**src/design/assert_macros.svh**
```systemverilog
// Assertion macros used by the top-level design file
`ifndef ASSERT_MACROS_SVH
`define ASSERT_MACROS_SVH

// Implication checked at every rising edge outside reset
`define ASSERT_IMPL(label, clk, rst, ante, cons, msg) \
   label: assert property (@(posedge clk) disable iff (rst) (ante) |-> (cons)) \
      else $error(msg);

// Implication checked in the next cycle, outside reset
`define ASSERT_NEXT(label, clk, rst, ante, cons, msg) \
   label: assert property (@(posedge clk) disable iff (rst) (ante) |=> (cons)) \
      else $error(msg);

`endif

```
**src/design/cmm_pkg.sv**
```systemverilog
// Package: types, constants and helpers of the complex matrix multiply unit
`timescale 1ns / 1ps
package cmm_pkg;

   localparam int CMM_MAX_DIM   = 8;
   localparam int CMM_ELEM_BITS = 16;
   localparam int CMM_DIM_BITS  = 4;
   localparam int CMM_IDX_BITS  = 3;
   localparam int CMM_OUT_BITS  = 37;
   localparam logic [CMM_DIM_BITS-1:0] CMM_DIM_RESET = 4'd8;

   typedef enum logic [1:0] {
      ACT_LOAD_A   = 2'd0,
      ACT_LOAD_B   = 2'd1,
      ACT_MULTIPLY = 2'd2
   } action_type;

   typedef enum logic [1:0] {
      CSR_A_ROWS = 2'd0,
      CSR_A_COLS = 2'd1,
      CSR_B_ROWS = 2'd2,
      CSR_B_COLS = 2'd3
   } csr_index_type;

   typedef struct packed {
      logic valid;
      logic first;
   } cmm_tag_type;

   function automatic logic [CMM_DIM_BITS-1:0] limit_dim(
      input logic [CMM_DIM_BITS-1:0] d,
      input logic [CMM_DIM_BITS-1:0] max_d
   );
      logic [CMM_DIM_BITS-1:0] res;
      res = d;
      if (d == '0) begin
         res = 4'd1;
      end else if (d > max_d) begin
         res = max_d;
      end
      return res;
   endfunction

endpackage

```
**src/design/cmm_mac.sv**
```systemverilog
// Pipelined complex multiply-accumulate unit shared by all product terms
`timescale 1ns / 1ps
module cmm_mac
   import cmm_pkg::*;
#(
   parameter int ELEM_BITS = CMM_ELEM_BITS
) (
   input  logic                           clock,
   input  logic                           reset,
   input  cmm_tag_type                    tag_in,
   input  logic signed [ELEM_BITS-1:0]    a_re,
   input  logic signed [ELEM_BITS-1:0]    a_im,
   input  logic signed [ELEM_BITS-1:0]    b_re,
   input  logic signed [ELEM_BITS-1:0]    b_im,
   output logic signed [CMM_OUT_BITS-1:0] acc_re,
   output logic signed [CMM_OUT_BITS-1:0] acc_im,
   output logic                           busy
);

   localparam int PROD_W = 2 * ELEM_BITS;
   localparam int TERM_W = PROD_W + 1;

   cmm_tag_type                    s1_tag_ff;
   cmm_tag_type                    s2_tag_ff;
   logic signed [PROD_W-1:0]       p_rr_ff, p_ii_ff, p_ri_ff, p_ir_ff;
   logic signed [TERM_W-1:0]       t_re_ff, t_im_ff;
   logic signed [CMM_OUT_BITS-1:0] acc_re_ff, acc_im_ff;
   logic signed [CMM_OUT_BITS-1:0] t_re_ext, t_im_ext;

   assign t_re_ext = CMM_OUT_BITS'(t_re_ff);
   assign t_im_ext = CMM_OUT_BITS'(t_im_ff);

   always_ff @(posedge clock) begin
      if (reset) begin
         s1_tag_ff <= '0;
         s2_tag_ff <= '0;
      end else begin
         s1_tag_ff <= tag_in;
         s2_tag_ff <= s1_tag_ff;
      end
   end

   always_ff @(posedge clock) begin
      p_rr_ff <= a_re * b_re;
      p_ii_ff <= a_im * b_im;
      p_ri_ff <= a_re * b_im;
      p_ir_ff <= a_im * b_re;
      t_re_ff <= TERM_W'(p_rr_ff) - TERM_W'(p_ii_ff);
      t_im_ff <= TERM_W'(p_ri_ff) + TERM_W'(p_ir_ff);
      if (s2_tag_ff.valid) begin
         if (s2_tag_ff.first) begin
            acc_re_ff <= t_re_ext;
            acc_im_ff <= t_im_ext;
         end else begin
            acc_re_ff <= acc_re_ff + t_re_ext;
            acc_im_ff <= acc_im_ff + t_im_ext;
         end
      end
   end

   assign acc_re = acc_re_ff;
   assign acc_im = acc_im_ff;
   assign busy   = s1_tag_ff.valid | s2_tag_ff.valid;

endmodule

```
**config.mk**
```make
export PLATFORM = sky130hd
export DESIGN_NAME = cmm_mac
export DESIGN_NICKNAME = d
export VERILOG_FILES = /design/src/design/assert_macros.svh /design/src/design/cmm_pkg.sv /design/src/design/cmm_mac.sv
export SDC_FILE = /design/constraint.sdc
export NUM_CORES = 2
export LEC_CHECK = 0
export ABC_CLOCK_PERIOD_IN_PS = 12900
export BUFFER_PORTS_ARGS = -buffer_cell sky130_fd_sc_hd__buf_4
export CAP_MARGIN = 5
export CORE_MARGIN = 4
export CORE_UTILIZATION = 54
export DETAILED_ROUTE_END_ITERATION = 12
export GPL_TIMING_DRIVEN = 0
export HOLD_SLACK_MARGIN = 0.02
export PLACE_DENSITY = 0.71
export SLEW_MARGIN = 30
export SYNTH_ARGS = -nofsm -noshare
export SYNTH_HDL_FRONTEND = slang
export SYNTH_SLANG_ARGS = --single-unit
```
**constraint.sdc**
```tcl
create_clock -name clock -period 12.9 [get_ports clock]
set_input_delay 3.225 -clock clock [delete_from_list [all_inputs] [get_ports clock]]
set_output_delay 3.225 -clock clock [all_outputs]
set_load 0.05 [all_outputs]
```
==> results.yml <==
final_layout:
  register_area_sq_um: 6190
  num-fill-cells: 8588
  layout.nets: 7467
  multiInputGateArea_sq_um: 41200
  final_common_cell: "inv_1"
  final_cell_mix: "inv_1, fa_1, nand2_1"
  drive_above_1_share_pct: 4.47
  syn_to_final_growth_pct: 7.33
  instances_no_fill: 7204
grt:
  grt_max_degree: 40
  grt_usage_pct: 31.9
  grt_pass1_vias: 41000
  grt_pass1_wl_microns: 245000
  grt_antenna_before_repair: 21
  grt.overflow.total: 0
worst_setup_path:
  cp.arrival_ns: 10.87
  crit_chain: "buf_4 > clkbuf_1 > nand2_1 > fa_1 > inv_1 > fa_1 > fa_1 > fa_1 > fa_1 > inv_1 > fa_1 > inv_1 > ha_1 > clkbuf_1 > and4_1 > and2_1 > o311ai_1 > a311oi_1 > o31ai_2 > a21oi_1 > or4_4 > and4_1 > or3_1"
  cp_max_fo: 10
  worstSetupPathType: "input port to register"
  worstSetupStartpointType: "input port"
  critPathSlowestCell: "clkbuf_1"
  cp-end-kind: "register"
  cp_top_family: "adder cells"
  required_ns: 13.31
  cpPeakStageDelay_ns: 0.81
  path_buf_inv: 6
  path_common_cell: "fa_1"
timing:
  hold_ws_ns: 0.446
  fin_setup_tns_ns: 0
  drv_slew: 0
  max_freq_mhz: 95.6
  period_needed_ns: 10.46
  tightest_slew_ns: 1.12
  fin_skew_ns: 0.0203
  setup_violations: 0
  rsz0062_at_grt: "false"
  fin_crit_sh_pct: 81.1
  slew_headroom_pct: 25.1
  hold_viol_final: 0
floorplan:
  core_area_sq_um: 96700
  initial_utilization_pct: 54.5
  top_level_ports: 143
  dieWidth_microns: 320
  rows: 114
  dieArea_sq_um: 103000
  die-height_microns: 320
placed_design:
  placed_cells: 7122
  hpwlAfterDp_microns: 130000
  port_buffers: 142
  globalplace.congestion: 1.02
clocking:
  hold_buffers: 0
  clock_latency_ns: 0.55
  postCtsResizedCells: 0
  max-clock-path-buffers: 3
  root_buffer: "clkbuf_16"
  cts_buffers: 34
  clk_pin_slew_ns: 0.06
  tritoncts: "yes"
  cts.sinks: 272
  htreeDepth: 2
  postCtsSetupRepairBufs: 0
synth:
  syn_area_sq_um: 52700
  synth_edf_count: 74
  seq_area_frac_synth_pct: 11.7
  yosysTopAreaCellShare_pct: 40.0
  yosys_warnings: 0
  synth_area_leader_cell: "fa_1"
  synth_cells: 5701
  synth_ff_type: "dfxtp_1"
  synth_cell_types: 73
  synth_nets: 7285
  syn_avg_cell_area_sq_um: 9.25
  synth-seq-cells: 272
  synthTopCellsByArea: "fa_1, ha_1, inv_1, dfxtp_1, and2_1"
  async_flop_share_pct: 0
worst_hold_path:
  hp-class: "register to register"
drt:
  vias_per_cell: 5.59
  dr.pass1.iters: 8
  wl_per_cell_microns: 22.2
  remaining_drc_errors: 0
  drt_wl_total_microns: 160000
  drt_iter0_drc: 3442
  ant_nets: 0
  routed-via-count: 40300
status:
  status: "complete, no violations"
job:
  max_cap_violations: 0
-- sequential cells by signal, indices dropped and copies added, names as in the netlist --
name	count
t_im_ff	33
p_ii_ff	32
s2_tag_ff	2
p_rr_ff	32
acc_re	37
t_re_ff	33
p_ir_ff	32
s1_tag_ff	2
acc_im	37
p_ri_ff	32
-- synthesized netlist by cell type, types with 65 or more instances --
master	count
a21o_1	111
ha_1	464
nor2_1	147
xor2_1	65
and2_1	512
o21ai_0	157
xnor2_1	178
edfxtp_1	74
inv_1	1218
a21oi_1	192
clkbuf_1	210
fa_1	1052
dfxtp_1	198
nand2_1	625
-- kinds of logic after synthesis --
| kind of cell | Yosys count | share of synthesized area, % |
|---|---|---|
| compound gates | 694 | 8.43 |
| flops | 272 | 11.7 |
| simple gates | 1536 | 14.5 |
| buf+inv | 1432 | 10.2 |
| fa+ha+maj | 1516 | 51.0 |
| mux | 8 | 0.159 |
| xor+xnor | 243 | 4.04 |
-- final timing paths --
kind         slack [ns]           to        from  cells after the start
min reg2reg        0.45   t_im_ff[0]  p_ir_ff[0]                      1
max reg2reg        8.71   acc_re[34]   acc_re[0]                     13
min                0.45   t_im_ff[0]  p_ir_ff[0]                      1
max                2.44  p_ii_ff[30]     a_im[9]                     23
-- per-layer routing --
| layer | track usage, % | routed length, microns |
|---|---|---|
| met4 | 15.4 | 8980 |
| met1 | 43.6 | 64500 |
| met3 | 8.80 | 17700 |
| met5 | 0 | 117 |
| met2 | 47.1 | 69000 |
-- area by class of cell --
cell class / instances / area share, %
diodes: 20 / 0.0885
plain buffers: 214 / 1.50
clock buffers: 46 / 1.66
clock inverters: 15 / 0.199
inverters: 1218 / 8.08
multi-input cells: 3997 / 72.7
flip-flops and latches: 272 / 10.9
well taps: 1276 / 2.82
repair buffers: 146 / 1.98
-- per-stage QoR --
stage / setup slack (ns) / instance area (sq um) / utilization, %
finish: 2.44 / 56600 / 58.5
global route: 2.36 / 56500 / 58.5
CTS: 2.61 / 56500 / 58.4
detailed placement: 2.04 / 55500 / 57.3
global placement: 1.88 / 55400 / 57.3
floorplan: 3.56 / 52700 / -
Power is left out: the tool's default activity adds up to more than one toggle a clock period on the data nets, which glitch-free logic cannot reach.
